==> src/rtl/tcg_pkg.sv <==
// ----------------------------------------------------------------------------
// tcg_pkg: shared definitions of the text console glyph renderer
// Field widths, font geometry, item and command codes, queue and back-end types.
// ----------------------------------------------------------------------------
package tcg_pkg;

  // font geometry
  localparam int GLYPH_HEIGHT = 16;
  localparam int GLYPH_WIDTH  = 8;
  localparam int GLYPH_COUNT  = 128;
  localparam int STORE_DEPTH  = GLYPH_COUNT * GLYPH_HEIGHT;
  localparam int TAB_ADVANCE  = 4 * GLYPH_WIDTH;

  // field widths
  localparam int MODE_W  = 2;
  localparam int CODE_W  = 8;
  localparam int ADDR_W  = $clog2(STORE_DEPTH);
  localparam int ROW_W   = $clog2(GLYPH_HEIGHT);
  localparam int GIDX_W  = ADDR_W - ROW_W;
  localparam int MASK_W  = GLYPH_WIDTH;
  localparam int LINES_W = 12;
  localparam int X_W     = 12;
  localparam int Y_W     = 16;

  // screen width after reset
  localparam logic [X_W-1:0] SCREEN_WIDTH_RST = 12'd640;

  // control characters
  localparam logic [CODE_W-1:0] CHAR_TAB     = 8'd9;
  localparam logic [CODE_W-1:0] CHAR_NEWLINE = 8'd10;

  // command queue between front and back
  localparam int QUEUE_DEPTH = 2;
  localparam int QPTR_W      = $clog2(QUEUE_DEPTH);
  localparam int QCNT_W      = $clog2(QUEUE_DEPTH + 1);

  typedef enum logic [MODE_W-1:0] {
    MODE_DRAW   = 2'd0,
    MODE_FONT   = 2'd1,
    MODE_SCROLL = 2'd2,
    MODE_NONE   = 2'd3
  } mode_e;

  typedef enum logic {
    CMD_DRAW = 1'b0,
    CMD_FONT = 1'b1
  } cmd_kind_e;

  // one queued command: a glyph to draw at a cursor, or a font byte to store
  typedef struct packed {
    cmd_kind_e          kind;
    logic [ADDR_W-1:0]  addr;
    logic [MASK_W-1:0]  data;
    logic [X_W-1:0]     x;
    logic [Y_W-1:0]     y;
  } cmd_t;

  typedef struct packed {
    logic full;
    logic empty;
  } q_status_t;

  typedef enum logic {
    BK_IDLE = 1'b0,
    BK_DRAW = 1'b1
  } back_state_e;

endpackage

==> src/rtl/tcg_ifs.sv <==
// ----------------------------------------------------------------------------
// tcg channel interfaces
// Valid/ready channels for input items, glyph rows and the width register.
// ----------------------------------------------------------------------------

interface tcg_in_if;
  import tcg_pkg::*;
  logic                 valid;
  logic                 ready;
  logic [MODE_W-1:0]    mode;
  logic [CODE_W-1:0]    char_code;
  logic [ADDR_W-1:0]    font_address;
  logic [MASK_W-1:0]    font_byte;
  logic [LINES_W-1:0]   scroll_lines;

  modport source (output valid, mode, char_code, font_address, font_byte, scroll_lines,
                  input ready);
  modport sink   (input valid, mode, char_code, font_address, font_byte, scroll_lines,
                  output ready);
endinterface


interface tcg_cfg_if;
  import tcg_pkg::*;
  logic            valid;
  logic            ready;
  logic [X_W-1:0]  screen_width;

  modport source (output valid, screen_width, input ready);
  modport sink   (input valid, screen_width, output ready);
endinterface

==> src/rtl/tcg_front.sv <==
// ----------------------------------------------------------------------------
// tcg_front: item intake and cursor tracking
// Accepts items, advances the cursor, and queues draw and font-write commands.
// ----------------------------------------------------------------------------
module tcg_front (
  input  logic               clk_i,
  input  logic               rst_ni,
  tcg_in_if.sink             in_i,
  tcg_cfg_if.sink            cfg_i,
  input  tcg_pkg::q_status_t q_status_i,
  output logic               push_o,
  output tcg_pkg::cmd_t      cmd_o
);
  import tcg_pkg::*;

  logic [X_W-1:0] width_q;
  logic [X_W-1:0] cursor_x_q, cursor_x_d;
  logic [Y_W-1:0] cursor_y_q, cursor_y_d;

  logic           accept;
  logic           is_newline;
  logic           is_tab;
  logic           drawable;
  logic [X_W:0]   next_x;
  logic [Y_W-1:0] base_y;
  logic           wrap;
  logic [Y_W-1:0] lines_ext;

  // handshakes
  assign in_i.ready  = !q_status_i.full;
  assign cfg_i.ready = 1'b1;
  assign accept      = in_i.valid && in_i.ready;

  // character classification
  assign is_newline = (in_i.char_code == CHAR_NEWLINE);
  assign is_tab     = (in_i.char_code == CHAR_TAB);
  assign drawable   = (in_i.char_code < CODE_W'(GLYPH_COUNT));
  assign lines_ext  = Y_W'(in_i.scroll_lines);

  // cursor advance and wrap, compared at full width
  always_comb begin
    base_y = is_newline ? cursor_y_q + Y_W'(GLYPH_HEIGHT) : cursor_y_q;
    if (is_newline) begin
      next_x = '0;
    end else if (is_tab) begin
      next_x = {1'b0, cursor_x_q} + (X_W+1)'(TAB_ADVANCE);
    end else begin
      next_x = {1'b0, cursor_x_q} + (X_W+1)'(GLYPH_WIDTH);
    end
    wrap = (next_x >= {1'b0, width_q});
  end

  // next cursor per mode
  always_comb begin
    cursor_x_d = cursor_x_q;
    cursor_y_d = cursor_y_q;
    case (mode_e'(in_i.mode))
      MODE_DRAW: begin
        if (wrap) begin
          cursor_x_d = '0;
          cursor_y_d = base_y + Y_W'(GLYPH_HEIGHT);
        end else begin
          cursor_x_d = next_x[X_W-1:0];
          cursor_y_d = base_y;
        end
      end
      MODE_SCROLL: begin
        cursor_y_d = (cursor_y_q >= lines_ext) ? cursor_y_q - lines_ext : '0;
      end
      default: begin
        cursor_x_d = cursor_x_q;
        cursor_y_d = cursor_y_q;
      end
    endcase
  end

  // command to the back end
  always_comb begin
    push_o     = 1'b0;
    cmd_o.kind = CMD_DRAW;
    cmd_o.addr = ADDR_W'({in_i.char_code, {ROW_W{1'b0}}});
    cmd_o.data = in_i.font_byte;
    cmd_o.x    = cursor_x_q;
    cmd_o.y    = cursor_y_q;
    case (mode_e'(in_i.mode))
      MODE_DRAW: begin
        push_o = accept && drawable;
      end
      MODE_FONT: begin
        push_o     = accept;
        cmd_o.kind = CMD_FONT;
        cmd_o.addr = in_i.font_address;
      end
      default: begin
        push_o = 1'b0;
      end
    endcase
  end

  // width register and cursor
  always_ff @(posedge clk_i or negedge rst_ni) begin
    if (!rst_ni) begin
      width_q    <= SCREEN_WIDTH_RST;
      cursor_x_q <= '0;
      cursor_y_q <= '0;
    end else begin
      if (cfg_i.valid && cfg_i.ready) begin
        width_q <= cfg_i.screen_width;
      end
      if (accept) begin
        cursor_x_q <= cursor_x_d;
        cursor_y_q <= cursor_y_d;
      end
    end
  end

endmodule

==> src/flat_wrapper.sv <==
// flat-port wrapper written by rule: the top's interface ports become plain ports
module tcg_front_flat import tcg_pkg::*;
  (clk_i, rst_ni, q_status_i, push_o, cmd_o, in_i_valid, in_i_mode, in_i_char_code, in_i_font_address, in_i_font_byte, in_i_scroll_lines, in_i_ready, cfg_i_valid, cfg_i_screen_width, cfg_i_ready);
  tcg_in_if in_i_i ();
  tcg_cfg_if cfg_i_i ();
  input  logic clk_i;
  input  logic rst_ni;
  input  tcg_pkg::q_status_t q_status_i;
  output logic push_o;
  output tcg_pkg::cmd_t cmd_o;
  input wire logic [$bits(in_i_i.valid)-1:0] in_i_valid;
  input wire logic [$bits(in_i_i.mode)-1:0] in_i_mode;
  input wire logic [$bits(in_i_i.char_code)-1:0] in_i_char_code;
  input wire logic [$bits(in_i_i.font_address)-1:0] in_i_font_address;
  input wire logic [$bits(in_i_i.font_byte)-1:0] in_i_font_byte;
  input wire logic [$bits(in_i_i.scroll_lines)-1:0] in_i_scroll_lines;
  output wire logic [$bits(in_i_i.ready)-1:0] in_i_ready;
  input wire logic [$bits(cfg_i_i.valid)-1:0] cfg_i_valid;
  input wire logic [$bits(cfg_i_i.screen_width)-1:0] cfg_i_screen_width;
  output wire logic [$bits(cfg_i_i.ready)-1:0] cfg_i_ready;
  assign in_i_i.valid = in_i_valid;
  assign in_i_i.mode = in_i_mode;
  assign in_i_i.char_code = in_i_char_code;
  assign in_i_i.font_address = in_i_font_address;
  assign in_i_i.font_byte = in_i_font_byte;
  assign in_i_i.scroll_lines = in_i_scroll_lines;
  assign in_i_ready = in_i_i.ready;
  assign cfg_i_i.valid = cfg_i_valid;
  assign cfg_i_i.screen_width = cfg_i_screen_width;
  assign cfg_i_ready = cfg_i_i.ready;
  tcg_front u_core (.clk_i(clk_i), .rst_ni(rst_ni), .in_i(in_i_i), .cfg_i(cfg_i_i), .q_status_i(q_status_i), .push_o(push_o), .cmd_o(cmd_o));
endmodule
==> config.mk <==
export PLATFORM = sky130hd
export DESIGN_NAME = tcg_front_flat
export DESIGN_NICKNAME = d
export VERILOG_FILES = /design/src/rtl/tcg_pkg.sv /design/src/rtl/tcg_ifs.sv /design/src/rtl/tcg_front.sv /design/src/flat_wrapper.sv
export SDC_FILE = /design/constraint.sdc
export NUM_CORES = 1
export LEC_CHECK = 0
export CELL_PAD_IN_SITES_DETAIL_PLACEMENT = 0
export CELL_PAD_IN_SITES_GLOBAL_PLACEMENT = 1
export CORE_UTILIZATION = 50
export CTS_BUF_LIST = sky130_fd_sc_hd__clkbuf_4 sky130_fd_sc_hd__clkbuf_8
export DETAILED_ROUTE_END_ITERATION = 7
export DONT_BUFFER_PORTS = 1
export GPL_ROUTABILITY_DRIVEN = 0
export PLACE_DENSITY_LB_ADDON = 0.1
export REMOVE_ABC_BUFFERS = 1
export SYNTH_ARGS = -nofsm -noshare
export SYNTH_HDL_FRONTEND = slang
export SYNTH_SLANG_ARGS = --single-unit
export TNS_END_PERCENT = 1
==> constraint.sdc <==
create_clock -name clk_i -period 5.8 [get_ports clk_i]
set_input_delay 1.45 -clock clk_i [delete_from_list [all_inputs] [get_ports clk_i]]
set_output_delay 1.45 -clock clk_i [all_outputs]
set_load 0.005 [all_outputs]
# After elaboration in Yosys (flattened, before gate mapping)
# Index checks and enable logic that the tools add are counted.
[word_totals] in_bits=59 word_cells=31 register_bits=40 output_inout_bits=51
[op_classes] n_eq_ne=4 n_lt_le_gt_ge=3 muxes=9 n_reduce_logical=7 add_sub_neg=5
[ops] op="16-bit 2-to-1 mux" n=3
[ops] op="16-bit by 5-bit adder with 16-bit output (second input constant)" n=2
[ops] op="16-bit case mux with 2 select lines" n=1
[ops] op="13-bit 2-to-1 mux" n=2
[ops] op="12-bit 2-to-1 mux" n=2
[ops] op="8-bit by 4-bit equality test with 1-bit output (second input constant)" n=2
[ops] op="16-bit by 12-bit greater-or-equal comparator with 1-bit output" n=1
[ops] op="16-bit by 12-bit subtractor with 16-bit output" n=1
[ops] op="12-bit by 4-bit adder with 13-bit output (second input constant)" n=1
[ops] op="12-bit by 6-bit adder with 13-bit output (second input constant)" n=1
[ops] op="13-bit by 12-bit greater-or-equal comparator with 1-bit output" n=1
[ops] op="8-bit less-than comparator (second input constant)" n=1
[ops] op="2-bit AND reduction" n=2
[ops] op="2-bit by 1-bit equality test with 1-bit output (second input constant)" n=1
[ops] op="2-bit equality test (second input constant)" n=1
[ops] op="1-bit logical AND" n=2
[ops] op="2-bit zero test" n=1
[ops] op="1-bit case mux with 2 select lines" n=1
[ops] op="2-bit nonzero test" n=1
[ops] op="1-bit zero test" n=1

# Longest topological paths before layout
[logic_depth] depth_word=6 depth_mapped=16 mapped_depth_nobuf=15

# Least setup slack after synthesis
# OpenSTA, ideal clock, no wires.
[synth_path] kind="input -> register" startpoint="input port in_i_char_code[6]" endpoint="register u_core.cursor_y_q[5]" path_stages=15 n_path_buf=1 t_arrival_ns=5.015 required_time_ns=5.674 setup_ns=0.126 setup_slack_ns=0.659 cell_sequence="nor4b_2 > and4b_1 > o21ai_0 > xor2_1 > nor2_1 > ha_1 > and4_1 > and3_1 > a2111oi_0 > a21oi_1 > or2_2 > clkbuf_1 > mux2_1 > a221oi_1 > nor2_1"
[synth_via] elab_chain_len=6 word_cells_on_any_way=9 classes_between="add/sub: 1; order compare: 1; eq/ne: 2; mux: 5"
[synth_lines] item="start: declaration" line_no="flat_wrapper.sv:13" text="input wire logic [$bits(in_i_i.char_code)-1:0] in_i_char_code;"
[synth_lines] item="8-bit by 4-bit equality test with 1-bit output" line_no="tcg_front.sv:36" text="assign is_tab = (in_i.char_code == CHAR_TAB);"
[synth_lines] item="13-bit 2-to-1 mux" line_no="tcg_front.sv:45" text="end else if (is_tab) begin"
[synth_lines] item="13-bit 2-to-1 mux" line_no="tcg_front.sv:43" text="if (is_newline) begin"
[synth_lines] item="13-bit by 12-bit greater-or-equal comparator with 1-bit output" line_no="tcg_front.sv:50" text="wrap = (next_x >= {1'b0, width_q});"
[synth_lines] item="16-bit 2-to-1 mux (*)" line_no="tcg_front.sv:59" text="if (wrap) begin"
[synth_lines] item="16-bit case mux with 2 select lines (*)" line_no="tcg_front.sv:57" text="case (mode_e'(in_i.mode))"
[synth_lines] item="end signal: assignment" line_no="tcg_front.sv:112" text="cursor_y_q <= cursor_y_d;"
[synth_lines] item="end: declaration" line_no="tcg_front.sv:18" text="logic [Y_W-1:0] cursor_y_q, cursor_y_d;"
# Every way passes the cells marked *; elsewhere a longest branch is shown, timed or not.
# A chain may end at the register's enable or synchronous reset.

# Final worst setup path
# Same ends and word-level chain as after synthesis.

==> impl_metrics.toml <==
[yosys]
synthCells = 447
syn_area_um2 = 3640
synth_cell_type_count = 64
avgSynthCellArea_um2 = 8.14
synth-seq-cells = 40
synthArstFlopShare_pct = 100
ys_seq_area_share_pct = 27.6
synth_edf_count = 0
yosys_warnings = 0
ys.flop_type = "dfrtp_1"

[pwr]
p_total_mw = 1.25
clkPwrFrac_pct = 19.1
ir_drop_v = 0.000154
p_switching_uw = 531
seq_power_share_pct = 37.3
leakage_nw = 1.66
p_comb_share_pct = 43.5
p_int_uw = 721
swShare_pct = 42.4
power_density_nw_per_um2 = 334

[finish]
drive_gt1_share_pct = 7.67
final_nets = 517
synthToLayoutAreaGrowth_pct = 3.09
diodes = 0

[global_routing]
grt_pass1_vias = 2944
grt.overflow.total = 0
grt_pass1_wl_um = 14300
gr-max-usage-layer = "met2"
use_met1_pct = 29.1
gr-usage-met3_pct = 5.69
grt_max_degree = 41
antenna_found_initial = 0
track_usage_pct = 23.9
use_met2_pct = 40.7

[sta]
period_needed_ns = 5.01
whs_ns = 0.509
fmax_ghz = 0.199
hold_viol = 0
relSlewSlack_pct = 37.0
setup-tns-final_ns = 0
rsz0062_at_grt = "no"
fin_crit_sh_pct = 86.5
setup_viol = 0
tightest_slew_ns = 0.937
worst_clock_skew_ns = 0.00827
finalMaxSlewViolations = 0

[clock_network]
clk_pin_slew_ns = 0.09
htree_levels = 2
hold_buffers = 0
cts_tree = "yes"
cts_resized = 0
clockBufferDepth = 2
cts.sinks = 40
worstSkewPairLatency_ns = 0.30
numCtsBuffers = 5
cts-root-buf = "clkbuf_8"
post_cts_buffers = 0

[drt]
firstDrtPassIters = 4
vias_per_cell = 5.83
wl_per_cell_um = 16.5
drtIter0Drc = 114
vias = 3068
routed_wl_um = 8670
ant_nets = 0
drcViolationCount = 0

[placed_design]
place.port_buffers = 0
dpl.hpwl_um = 6650

[critical_path]
cp.arrival_ns = 5.20
crit_path_start_kind = "primary input"
crit_path_end_kind = "register"
crit_path_max_fanout = 8
crit_type = "in2reg"
required_ns = 5.99

[floorplanning]
boundaryPins = 110
die_h_um = 87.3
die_x_um = 87.3
rows = 30
start_util_pct = 52.7
fp.dieArea_um2 = 7620
core_region_area_um2 = 6910

[worst_hold_path]
worstHoldPathType = "reg2reg"

[job]
cap_violations = 0

[run_status]
status = "complete, no violations"
## cells in the final DEF (no fill, tap or decap), types with 4 or more instances in the layout
master,Yosys,final
a22o_1,6,6
o21a_1,5,5
clkbuf_8,0,5
nand2b_1,5,5
a22oi_1,5,5
dfrtp_1,38,38
xnor2_1,20,20
xor2_1,8,8
inv_1,31,31
nand3_1,11,11
nand2_1,54,54
nor2b_1,7,7
a21o_1,8,8
nand4_1,6,6
a31oi_1,5,5
o41ai_1,4,4
o21ai_0,33,33
o31ai_1,10,10
nor2_1,31,31
or2_2,4,4
ha_1,28,28
and2_1,9,9
a21oi_1,21,21
mux2_2,8,8
## worst max-delay path, stage by stage
cell and delay, ns:
nor4b_2 0.36, and4b_1 0.32, o21ai_0 0.20, xor2_1 0.19, nor2_1 0.20, ha_1 0.29, and4_1 0.24, and3_1 0.18
a2111oi_0 0.49, a21oi_1 0.17, or2_2 0.41, mux2_1 0.34, a221oi_1 0.28, nor2_1 0.06
## worst paths after layout
kind                                                  start                               end  slack (ns)  cells past startpoint
max                                       in_i_char_code[6]  u_core.cursor_y_q[5]$_DFFE_PN0P_        0.79                     14
min                           u_core.width_q[9]$_DFFE_PN1P_     u_core.width_q[9]$_DFFE_PN1P_        0.51                      2
max reg2reg                u_core.cursor_x_q[3]$_DFFE_PN0P_  u_core.cursor_y_q[5]$_DFFE_PN0P_        1.79                     13
min reg2reg                   u_core.width_q[9]$_DFFE_PN1P_     u_core.width_q[9]$_DFFE_PN1P_        0.51                      2
max in group asynchronous                            rst_ni     u_core.width_q[9]$_DFFE_PN1P_        4.80                      0
min in group asynchronous                            rst_ni     u_core.width_q[6]$_DFFE_PN0P_        0.83                      0
## layout make-up
class,count,area (um2)
fill,694,3150
sequential,40,1000
clock inverter,3,47.5
inverter,31,116
timing repair buffer,2,15.0
clock buffer,5,68.8
multi-input combinational,349,2380
tap,96,120
## kinds of logic after synthesis
| kind of cell | synth area share [%] |
|---|---|
| multiplexers | 3.61 |
| other | 0.103 |
| XOR/XNOR | 6.74 |
| AO/OA/AOI/OAI | 21.3 |
| flip-flops | 27.6 |
| AND/OR/NAND/NOR | 23.4 |
| adder cells (fa/ha/maj) | 10.2 |
| buffers and inverters | 7.01 |
## routing by layer
metal,vias up,routed length (um)
li1,1550,-
met1,1426,3790
met2,77,4300
met3,15,389
met4,0,191
met5,-,0
## cells in the mapped netlist, types with 3 or more instances
cell | instances | area share, %
nor2b_1 | 7 | 1.2
nand2b_1 | 5 | 0.86
a22oi_1 | 5 | 1.0
clkbuf_1 | 15 | 1.5
o21ai_0 | 33 | 4.5
o21a_1 | 5 | 1.0
or4_1 | 3 | 0.62
o41ai_1 | 4 | 0.96
mux2_2 | 8 | 2.5
nor2_1 | 31 | 3.2
buf_4 | 9 | 1.9
and3_1 | 3 | 0.52
or2_2 | 4 | 0.69
o21ai_1 | 3 | 0.41
dfrtp_1 | 38 | 26
a31oi_1 | 5 | 0.86
nand3_1 | 11 | 1.5
o22ai_1 | 3 | 0.52
a22o_1 | 6 | 1.4
buf_2 | 3 | 0.41
nand2_1 | 54 | 5.6
xnor2_1 | 20 | 4.8
nor4_1 | 3 | 0.52
nor3_1 | 3 | 0.41
o31ai_1 | 10 | 2.1
a21o_1 | 8 | 1.7
inv_1 | 31 | 3.2
a21oi_1 | 21 | 2.9
and2_1 | 9 | 1.5
nand4_1 | 6 | 1.0
xor2_1 | 8 | 1.9
ha_1 | 28 | 9.6
mux2i_1 | 3 | 0.83
## sequential cells by signal, indices dropped and copies added, names as in the netlist
signal	flops
u_core.cursor_y_q	16
u_core.cursor_x_q	12
u_core.width_q	12
## power groups by stage
stage	Combinational (mW)	Sequential, mW	Clock (mW)
after floorplan	0.450	0.436	0
after global placement	0.539	0.471	0
after detailed placement	0.542	0.472	0
after CTS	0.546	0.467	0.245
after global routing	0.628	0.485	0.259
final	0.545	0.467	0.240
## stage by stage
| step | cells | utilization, % | cell area [um2] | worst slack, ns |
|---|---|---|---|---|
| after floorplan | 420 | - | 3500 | 0.760 |
| after global placement | 518 | 52.6 | 3640 | 0.502 |
| after detailed placement | 518 | 52.6 | 3640 | 0.455 |
| after CTS | 526 | 54.3 | 3750 | 0.764 |
| after global routing | 526 | 54.3 | 3750 | 0.494 |
| final | 526 | 54.3 | 3750 | 0.785 |
No activity file was read; power rests on OpenSTA's default activity.
