--- src/rtl/tcg_pkg.sv ---
// ----------------------------------------------------------------------------
// tcg_pkg: shared definitions of the text console glyph renderer
// Field widths, font geometry, item and command codes, queue and back-end types.
// ----------------------------------------------------------------------------
package tcg_pkg;

  // font geometry
  localparam int GLYPH_HEIGHT = 16;
  localparam int GLYPH_WIDTH  = 8;
  localparam int GLYPH_COUNT  = 128;
  localparam int STORE_DEPTH  = GLYPH_COUNT * GLYPH_HEIGHT;
  localparam int TAB_ADVANCE  = 4 * GLYPH_WIDTH;

  // field widths
  localparam int MODE_W  = 2;
  localparam int CODE_W  = 8;
  localparam int ADDR_W  = $clog2(STORE_DEPTH);
  localparam int ROW_W   = $clog2(GLYPH_HEIGHT);
  localparam int GIDX_W  = ADDR_W - ROW_W;
  localparam int MASK_W  = GLYPH_WIDTH;
  localparam int LINES_W = 12;
  localparam int X_W     = 12;
  localparam int Y_W     = 16;

  // screen width after reset
  localparam logic [X_W-1:0] SCREEN_WIDTH_RST = 12'd640;

  // control characters
  localparam logic [CODE_W-1:0] CHAR_TAB     = 8'd9;
  localparam logic [CODE_W-1:0] CHAR_NEWLINE = 8'd10;

  // command queue between front and back
  localparam int QUEUE_DEPTH = 2;
  localparam int QPTR_W      = $clog2(QUEUE_DEPTH);
  localparam int QCNT_W      = $clog2(QUEUE_DEPTH + 1);

  typedef enum logic [MODE_W-1:0] {
    MODE_DRAW   = 2'd0,
    MODE_FONT   = 2'd1,
    MODE_SCROLL = 2'd2,
    MODE_NONE   = 2'd3
  } mode_e;

  typedef enum logic {
    CMD_DRAW = 1'b0,
    CMD_FONT = 1'b1
  } cmd_kind_e;

  // one queued command: a glyph to draw at a cursor, or a font byte to store
  typedef struct packed {
    cmd_kind_e          kind;
    logic [ADDR_W-1:0]  addr;
    logic [MASK_W-1:0]  data;
    logic [X_W-1:0]     x;
    logic [Y_W-1:0]     y;
  } cmd_t;

  typedef struct packed {
    logic full;
    logic empty;
  } q_status_t;

  typedef enum logic {
    BK_IDLE = 1'b0,
    BK_DRAW = 1'b1
  } back_state_e;

endpackage

--- src/rtl/tcg_cmd_queue.sv ---
// ----------------------------------------------------------------------------
// tcg_cmd_queue: command fifo between front and back
// Small register fifo so the intake and the row emitter stall independently.
// ----------------------------------------------------------------------------
module tcg_cmd_queue (
  input  logic               clk_i,
  input  logic               rst_ni,
  input  logic               push_i,
  input  tcg_pkg::cmd_t      cmd_i,
  input  logic               pop_i,
  output tcg_pkg::cmd_t      cmd_o,
  output tcg_pkg::q_status_t status_o
);
  import tcg_pkg::*;

  cmd_t              slot_q [QUEUE_DEPTH];
  logic [QPTR_W-1:0] wr_ptr_q;
  logic [QPTR_W-1:0] rd_ptr_q;
  logic [QCNT_W-1:0] count_q;

  logic do_push;
  logic do_pop;

  assign status_o.full  = (count_q == QCNT_W'(QUEUE_DEPTH));
  assign status_o.empty = (count_q == '0);
  assign do_push        = push_i && !status_o.full;
  assign do_pop         = pop_i && !status_o.empty;
  assign cmd_o          = slot_q[rd_ptr_q];

  // storage
  always_ff @(posedge clk_i) begin
    if (do_push) begin
      slot_q[wr_ptr_q] <= cmd_i;
    end
  end

  // pointers and fill level
  always_ff @(posedge clk_i or negedge rst_ni) begin
    if (!rst_ni) begin
      wr_ptr_q <= '0;
      rd_ptr_q <= '0;
      count_q  <= '0;
    end else begin
      if (do_push) begin
        wr_ptr_q <= (wr_ptr_q == QPTR_W'(QUEUE_DEPTH - 1)) ? '0 : wr_ptr_q + 1'b1;
      end
      if (do_pop) begin
        rd_ptr_q <= (rd_ptr_q == QPTR_W'(QUEUE_DEPTH - 1)) ? '0 : rd_ptr_q + 1'b1;
      end
      case ({do_push, do_pop})
        2'b10:   count_q <= count_q + 1'b1;
        2'b01:   count_q <= count_q - 1'b1;
        default: count_q <= count_q;
      endcase
    end
  end

endmodule

--- config.mk ---
export PLATFORM = sky130hd
export DESIGN_NAME = tcg_cmd_queue
export DESIGN_NICKNAME = d
export VERILOG_FILES = /design/src/rtl/tcg_pkg.sv /design/src/rtl/tcg_cmd_queue.sv
export SDC_FILE = /design/constraint.sdc
export NUM_CORES = 1
export LEC_CHECK = 0
export BUFFER_PORTS_ARGS = -buffer_cell sky130_fd_sc_hd__buf_4
export CAP_MARGIN = 20
export CORE_AREA = 5 5 92 94
export CTS_BUF_LIST = sky130_fd_sc_hd__clkbuf_4 sky130_fd_sc_hd__clkbuf_8 sky130_fd_sc_hd__clkbuf_16
export DETAILED_ROUTE_END_ITERATION = 7
export DIE_AREA = 0 0 97 99
export PLACE_DENSITY = 0.73
export SKIP_CTS_REPAIR_TIMING = 1
export SLEW_MARGIN = 5
export SYNTH_ARGS = -nofsm -noshare
export SYNTH_HDL_FRONTEND = slang
export SYNTH_SLANG_ARGS = --single-unit
export TNS_END_PERCENT = 1
--- constraint.sdc ---
create_clock -name clk_i -period 4 [get_ports clk_i]
set_clock_uncertainty 0.05 [all_clocks]
set_input_delay 0.8 -clock clk_i [delete_from_list [all_inputs] [get_ports clk_i]]
set_output_delay 0.8 -clock clk_i [all_outputs]
set_load 0.01 [all_outputs]
Word level (Yosys, flattened, before mapping)
Memories as Yosys holds them, arrays and structs flattened. Index checks and enable logic that the tools add are counted.

Register bits: 4. Bits in writable memories: 96. Output and inout bits: 50. Memories kept: 1.

Memories: slot_q (depth 2, bits a word 48, read ports 1, clocked after memory_dff 0, wr ports 1, RTL line tcg_cmd_queue.sv:16) `cmd_t slot_q [QUEUE_DEPTH];`.

Add/sub/neg operators: 4. Eq/ne operators: 3. Mux-type cells: 5. Reduce and logical (&&, ||, !) cells: 6.

Operators by type and width (number): $eq 2x2->1 const B (2); $mux 1 (4); $pmux 2 s2 (1); $add 1x1->1 const B (2); $add 2x1->2 const B (1); $eq 2x1->1 const B (1); $logic_and 1x1->1 (2); $logic_not 1->1 (2); $logic_not 2->1 (1); $reduce_bool 2->1 (1); $sub 2x1->2 const B (1).

Longest topological paths before layout
Gate-level depths: netlist of the first run.

Depth after elaboration: 5. Mapped depth: 6.

Least setup slack after synthesis of the first run
No wires, ideal clock.

Kind: input port to flip-flop. Start point: input push_i. End point: memory slot_q[0][0] (netlist name) (enable). Library setup time: 454 ps. Arrival time: 2910 ps. Required time: 3496 ps. Setup slack: 587 ps. Stages: 2. Path through: nand2_1 nor2_1.

Word-level cells in the longest chain between the ends: 3.

Ends and longest elaborated chain: start: declaration (RTL line tcg_cmd_queue.sv:8) `input logic push_i,`; $logic_and 1x1->1 (RTL line tcg_cmd_queue.sv:26) `assign do_push = push_i && !status_o.full;`; $mux 1 (RTL line tcg_cmd_queue.sv:32) `if (do_push) begin`; $mux 1 (not written as such) (RTL line tcg_cmd_queue.sv:33) `slot_q[wr_ptr_q] <= cmd_i;`; end: declaration (RTL line tcg_cmd_queue.sv:16).

Every way passes these cells.

==> impl_metrics.yaml, run 1 <==
floorplanning:
  row_count: 32
  core_area_sq_um: 7570
  die_h_um: 99
  die_w_um: 97
  io_pins: 102
  dieArea_sq_um: 9600
  start_util_pct: 48.9
synthesis:
  synth_cell_types: 16
  yosysWarnings: 0
  synth.ff_latch_count: 100
  synthSimpleGateAreaFrac_pct: 0.912
  avgSynthCellArea_sq_um: 22.2
  synth_cells: 167
  synth_compound_area_share_pct: 0
  synth_top_family_by_area: "multiplexers"
  syn_nets: 220
  synthMuxAreaShare_pct: 15.6
  ys_seq_area_share_pct: 80.5
  synth-xor-area-share_pct: 1.18
  syn_area_sq_um: 3700
  synth-adder-area-share_pct: 0.338
sta:
  worstMarginPinSlew_ps: 705
  min_period_ps: 2920
  slew_headroom_pct: 52.9
  worst_slack_ps: 1080
  setup_violations: 0
  rsz0062_at_grt: "false"
  whs_ps: 181
  min_period_over_period_pct: 73.0
  max_freq_ghz: 0.343
  hold_viol: 0
  slew_viol_final: 0
  fin_tns_setup_ps: 0
critical_path:
  slowest_stage: "dfrtp_2"
  cp-end-kind: "output pin"
  critPathKind: "register to output pin"
  crit_path_max_fanout: 26
  r2r-start: "count_q[0]$_DFFE_PN0P_"
  startpoint: "rd_ptr_q$_DFFE_PN0P_"
  required_ps: 3150
  arrival_ps: 2070
  cp-start-kind: "register"
  crit_top_cell: "buf_4"
  crit_family: "flip-flops"
  crit_chain: "buf_4 -> mux2_2 -> buf_4"
  path_buf_inv: 2
  critPathMaxStageDelay_ps: 770
placed_design:
  placed_cells: 369
  placed_cell_area_sq_um: 4580
  numPortBuffers: 101
  place_ws_ps: 1420
  gp_congestion: 0.718
  dp_hpwl_um: 4530
clock_network:
  clockBufferDepth: 2
  clk_latency_ps: 350
  cts_buffers: 9
  clkSlewWorstSetupHoldPaths_ps: 90
  ctsHtreeMaxLevel: 3
  root_buffer: "clkbuf_8"
  cts_sinks: 100
  cts_tree: "yes"
grt:
  grt_pass1_vias: 2125
  grt.total_usage_pct: 14.4
  grt_pass1_wl_um: 10700
  antenna_found_initial: 0
  overflow: 0
  grt_start_max_net_pins: 49
power:
  powerDensity_nw_per_um2: 709
  vdd_drop_max_mv: 0.341
  leakage_nw: 1.85
layout:
  fin_nets: 332
  final_layout_size_suffix_gt1_share_pct: 60.6
  stdcell_count: 386
  final_common_cell: "buf_4"
  fin_area_sq_um: 4840
  layout_common_cells: "105 x buf_4, 96 x edfxtp_1, 38 x mux2_2, 10 x mux2_4, 9 x clkbuf_8"
  area_growth_syn_to_layout_pct: 30.7
  antenna_cells: 0
min_path:
  hold_class: "input port to asynchronous set/reset pin"
drt:
  avgViaCountPerCell: 4.86
  vias: 1876
  drt-total-wl_um: 6730
  firstDrtPassIters: 4
  routedWlPerCell_um: 17.4
  ant_nets: 0
  drt-initial-drc-count: 51
  drc: 0
outcome:
  status: "completed"
run:
  drv_cap: 0
==> worst reg2reg max path, stage by stage, from the launching register on <==
cell	delay, ps
dfrtp_1	430
nand2b_1	170
nand2_1	160
nor2_4	580
buf_4	370
==> layer usage <==
metal | vias to the layer above | part of all wire [%] | GRT usage [%]
li1 | 869 | - | -
met1 | 924 | 42 | 17.5
met2 | 72 | 50 | 24.4
met3 | 11 | 6.3 | 4.60
met4 | 0 | 1.5 | 5.18
met5 | - | 0 | 0
==> per-stage QoR <==
step           power (mW)  util (%)
3_3_place_gp         2.69      60.5
5_1_grt              3.60      64.0
2_1_floorplan        2.22         -
6_report             3.43      64.0
3_5_place_dp         2.72      60.5
4_1_cts              3.46      63.7
==> kinds of logic (layout without fill, tap and decap cells) <==
group,Yosys count,after routing
xor+xnor,5,5
fa+ha+maj,1,1
buf+inv,6,123
flops,100,100
mux,48,48
simple gates,7,7
==> layout make-up <==
cell class | count | area (sq um)
clock buffers | 9 | 124
clock inverters | 7 | 115
fillers | 537 | 2730
inverters | 1 | 3.75
multi-input cells | 61 | 677
flip-flops and latches | 100 | 2980
well taps | 102 | 128
repair buffers | 106 | 808
==> registers in the layout, summed over array words and instances, names as in the netlist <==
signal	count
slot_q	96
count_q	2
rd_ptr_q	1
wr_ptr_q	1
==> Yosys cell counts <==
cell type	instances	area, sq um
buf_6	1	11.3
edfxtp_1	96	2880
xnor2_1	3	26.3
nor2b_1	1	6.26
nand2b_1	1	6.26
nor2_1	3	11.3
buf_8	1	15.0
xor2_1	2	17.5
mux2_4	10	150
mux2_2	38	428
inv_1	1	3.75
buf_4	3	22.5
ha_1	1	12.5
dfrtp_1	4	100
nand2_1	1	3.75
and3_1	1	6.26
==> path summary, 6_finish.rpt <==
check | slack [ps] | depth (start not counted) | end
worst min register to register | 450 | 1 | count_q[1]$_DFFE_PN0P_
min in group clk_i | 450 | 1 | count_q[1]$_DFFE_PN0P_
max in group asynchronous | 3600 | 1 | rd_ptr_q$_DFFE_PN0P_
worst max-delay path | 1080 | 3 | cmd_o[2]
worst max register to register | 1920 | 4 | slot_q[0][45]$_DFFE_PP_
worst min-delay path | 180 | 1 | count_q[1]$_DFFE_PN0P_
==> power by group <==
group / leakage (nW) / internal, mW / switching (mW)
clock: 0.117 / 0.413 / 0.327
sequential: 0.937 / 1.43 / 0.117
combinational: 0.796 / 0.625 / 0.516
Power figures use the tool's default switching activity.
==> run 2: changes to the inputs <==
clock period = 2.83 ns   (was 4 ns; I/O delays follow)
==> run 2 against run 1 <==
First-iteration DRC count is 98% higher. Count of clock-buffer cells in the layout is 2 higher. Power is 36% higher. Critical path depth stayed put. Cell count is 0.26% higher. Largest cell class unchanged. Highest routed layer unchanged. Combinational power is 45% higher.
==> impl_metrics.yaml, run 2 (same netlist as run 1, synthesis figures left out) <==
outcome:
  status: "completed"
floorplanning:
  die_w_um: 97
  core_area_sq_um: 7570
  dieArea_sq_um: 9600
  io_pins: 102
  start_util_pct: 48.9
  row_count: 32
  die_h_um: 99
power:
  comb_power_share_pct: 35.5
  p_sw_share_pct: 28.2
  pwr-share-seq_pct: 46.0
  pwr-share-clk_pct: 18.6
  power.switching_mw: 1.32
  power.internal_mw: 3.34
  vdd_drop_max_mv: 0.554
  powerDensity_nw_per_um2: 968
  leakage_nw: 1.83
drt:
  drt-total-wl_um: 6320
  drt-initial-drc-count: 101
  routedWlPerCell_um: 16.3
  firstDrtPassIters: 4
  ant_nets: 0
  avgViaCountPerCell: 4.75
  drc: 0
  vias: 1837
sta:
  slew_viol_final: 0
  fin_tns_setup_ps: 0
  slew_headroom_pct: 67.5
  worstMarginPinSlew_ps: 487
  max_freq_ghz: 0.423
  whs_ps: 347
  rsz0062_at_grt: "false"
  worst_slack_ps: 465
  min_period_ps: 2360
  hold_viol: 0
  min_period_over_period_pct: 83.6
  setup_violations: 0
clock_network:
  clk_latency_ps: 340
  cts_buffers: 9
  cts_sinks: 100
  clkSlewWorstSetupHoldPaths_ps: 90
  cts_tree: "yes"
  root_buffer: "clkbuf_8"
  ctsHtreeMaxLevel: 3
  clockBufferDepth: 2
layout:
  largestRegisters: "slot_q (96), count_q (2)"
  final_common_cell: "buf_4"
  area_growth_syn_to_layout_pct: 30.0
  layout_common_cells: "104 x buf_4, 96 x edfxtp_1, 38 x mux2_2, 10 x mux2_4, 9 x clkbuf_8"
  largest_reg_flops: 96
  largest_register: "slot_q"
  antenna_cells: 0
  stdcell_count: 387
  fin_nets: 333
  n_fill_cell: 544
  final_layout_size_suffix_gt1_share_pct: 60.0
placed_design:
  gp_congestion: 0.667
  dp_hpwl_um: 4320
  numPortBuffers: 101
  placed_cells: 370
  place_ws_ps: 840
critical_path:
  arrival_ps: 1750
  cp-end-kind: "output pin"
  cp-start-kind: "register"
  slowest_stage: "dfrtp_2"
  critPathKind: "register to output pin"
  crit_chain: "buf_12 -> mux2_2 -> buf_4"
  crit_family: "flip-flops"
  crit_path_max_fanout: 38
  critPathMaxStageDelay_ps: 550
  required_ps: 2210
  path_buf_inv: 2
grt:
  grt.total_usage_pct: 13.7
  antenna_found_initial: 0
  grt_start_max_net_pins: 39
  grt_pass1_vias: 2020
  grt_pass1_wl_um: 10100
  overflow: 0
run:
  drv_cap: 0
min_path:
  hold_class: "input port to register"
run 2: final timing paths:
path | cells after the start | start | slack [ps] | endpoint
max in group asynchronous | 2 | rst_ni | 2110 | rd_ptr_q$_DFFE_PN0P_
worst max register to register | 3 | count_q[0]$_DFFE_PN0P_ | 1110 | slot_q[1][36]$_DFFE_PP_
worst min-delay path | 1 | cmd_i[17] | 350 | slot_q[0][17]$_DFFE_PP_
worst min register to register | 1 | count_q[1]$_DFFE_PN0P_ | 460 | count_q[1]$_DFFE_PN0P_
worst max-delay path | 3 | rd_ptr_q$_DFFE_PN0P_ | 470 | cmd_o[30]
min in group asynchronous | 2 | rst_ni | 500 | count_q[0]$_DFFE_PN0P_
run 2: cell type report:
class                   instances  area [sq um]  area share, %
clock inverters                 5          52.6           1.09
flip-flops and latches        100          2980           62.0
multi-input cells              61           677           14.1
well taps                     102           128           2.65
repair buffers                107           831           17.3
inverters                       1          3.75         0.0780
clock buffers                  11           139           2.88
run 2: metal layers:
metal / up-vias / GRT usage (%) / part of all wire (%)
met2: 69 / 21.9 / 49
met1: 888 / 16.7 / 42
met4: 0 / 4.54 / 1.1
met5: - / 0 / 0
met3: 7 / 5.94 / 8.1
li1: 873 / - / -
run 2: power groups by stage:
stage               sequential (mW)  combinational [mW]  clock [mW]
floorplan                      2.14               0.995           0
global route                   2.17                1.79       0.972
detailed placement             2.18                1.68           0
global placement               2.16                1.68           0
CTS                            2.15                1.70       0.890
finish                         2.14                1.65       0.866
run 2: worst register-to-register path, cell delays in order, from the launching register on:
cell and delay [ps]:
dfrtp_1 410, nand2b_1 170, and3_2 520, buf_4 290
run 2: per-stage QoR:
stage | utilization [%] | power, mW | cell area (sq um)
global placement | 61.0 | 3.85 | 4610
global route | 63.6 | 4.93 | 4810
floorplan | - | 3.13 | 3710
finish | 63.6 | 4.66 | 4810
CTS | 63.5 | 4.73 | 4800
detailed placement | 61.0 | 3.86 | 4610
==> run 3: changes to the inputs <==
clock period = 2.32 ns   (was 2.83 ns; I/O delays follow)
==> run 3 against run 2 <==
Sequential share of layout area fell by 0.46 points. Final area rose by 0.83%. Sequential power rose by 21%. Die area did not move. Hold slack got worse by 100 ps. Non-clock buffer count rose by 3. Cell count rose by 0.78%. Critical endpoint is now cmd_o[2].
==> impl_metrics.yaml, run 3 (same netlist as run 1, synthesis figures left out) <==
grt:
  grt_pass1_vias: 1975
  antenna_found_initial: 0
  overflow: 0
  grt.total_usage_pct: 13.3
  grt_start_max_net_pins: 26
  grt_pass1_wl_um: 9800
layout:
  largestRegisters: "slot_q (96), count_q (2)"
  layout_common_cells: "108 x buf_4, 96 x edfxtp_1, 38 x mux2_2, 10 x mux2_4, 9 x clkbuf_8"
  final_common_cell: "buf_4"
  final_layout_size_suffix_gt1_share_pct: 61.1
  fin_nets: 336
  largest_reg_flops: 96
  largest_register: "slot_q"
  n_fill_cell: 541
  register_area_sq_um: 2990
  antenna_cells: 0
  area_growth_syn_to_layout_pct: 31.1
  multiInputGateArea_sq_um: 677
  stdcell_count: 390
placed_design:
  place_ws_ps: 319
  placed_cells: 371
  gp_congestion: 0.691
  dp_hpwl_um: 4460
  numPortBuffers: 101
critical_path:
  cp-end-kind: "output pin"
  crit_top_cell: "buf_4"
  crit_path_max_fanout: 14
  required_ps: 1810
  crit_chain: "buf_4 -> mux2_2 -> buf_4"
  critPathKind: "register to output pin"
  arrival_ps: 1560
  critPathMaxStageDelay_ps: 470
  slowest_stage: "dfrtp_4"
  cp-start-kind: "register"
drt:
  drt-initial-drc-count: 54
  drc: 0
  ant_nets: 0
  avgViaCountPerCell: 4.73
  firstDrtPassIters: 4
  drt-total-wl_um: 6310
  vias: 1845
  routedWlPerCell_um: 16.2
min_path:
  hold_class: "input port to register"
clock_network:
  clockBufferDepth: 2
  cts_buffers: 9
  cts_sinks: 100
  ctsHtreeMaxLevel: 3
  root_buffer: "clkbuf_8"
  cts_tree: "yes"
  clk_latency_ps: 340
  clkSlewWorstSetupHoldPaths_ps: 90
floorplanning:
  core_area_sq_um: 7570
  die_w_um: 97
  die_h_um: 99
  dieArea_sq_um: 9600
  start_util_pct: 48.9
  io_pins: 102
  row_count: 32
outcome:
  status: "completed"
sta:
  fin_tns_setup_ps: 0
  setup_violations: 0
  slew_headroom_pct: 77.3
  max_freq_ghz: 0.481
  min_period_ps: 2080
  worst_slack_ps: 242
  slew_viol_final: 0
  rsz0062_at_grt: "false"
  whs_ps: 244
  min_period_over_period_pct: 89.6
  worstMarginPinSlew_ps: 340
  hold_viol: 0
power:
  vdd_drop_max_mv: 0.580
  powerDensity_nw_per_um2: 1200
  leakage_nw: 1.87
run:
  drv_cap: 0
==> run 3: path summary, 6_finish.rpt <==
check	startpoint	endpoint	slack (ps)	cells after the start
setup / recovery	rd_ptr_q$_DFFE_PN0P_	cmd_o[2]	240	3
min in group asynchronous	rst_ni	count_q[1]$_DFFE_PN0P_	400	2
setup reg to reg	count_q[0]$_DFFE_PN0P_	slot_q[0][39]$_DFFE_PP_	770	4
hold reg to reg	count_q[1]$_DFFE_PN0P_	count_q[1]$_DFFE_PN0P_	450	1
hold / removal	cmd_i[12]	slot_q[0][12]$_DFFE_PP_	240	1
max in group asynchronous	rst_ni	rd_ptr_q$_DFFE_PN0P_	1710	2
==> run 3: per-stage QoR <==
step	util, %	area [sq um]	power, mW
floorplan	-	3710	3.82
global placement	60.9	4610	4.67
detailed placement	60.9	4610	4.70
CTS	63.8	4830	5.87
global route	64.2	4850	6.13
finish	64.2	4850	5.82
==> run 3: layout make-up <==
class / instances / area share [%]
sequential: 100 / 61.5
tap: 102 / 2.63
clock inverter: 6 / 1.80
clock buffer: 10 / 2.71
multi-input combinational: 61 / 13.9
timing repair buffer: 110 / 17.3
inverter: 1 / 0.0773
==> run 3: per-layer routing <==
| layer | routed length [um] | vias up | GRT usage, % | share of wire [%] |
|---|---|---|---|---|
| li1 | - | 882 | - | - |
| met1 | 2610 | 893 | 16.0 | 41 |
| met2 | 3260 | 65 | 21.9 | 52 |
| met3 | 387 | 5 | 4.25 | 6.1 |
| met4 | 50 | 0 | 6.16 | 0.79 |
| met5 | 0 | - | 0 | 0 |
==> run 3: power by group <==
| part | switching [mW] | internal [mW] | leakage [nW] |
|---|---|---|---|
| clock network | 0.551 | 0.622 | 0.114 |
| registers | 0.129 | 2.47 | 0.937 |
| logic | 0.931 | 1.11 | 0.817 |
==> run 3: critical path: cells and delay by family (launching register included) <==
kind / cells / cell delay, ps
DFF: 1 / 470
muxes: 1 / 370
buffers and inverters: 2 / 390
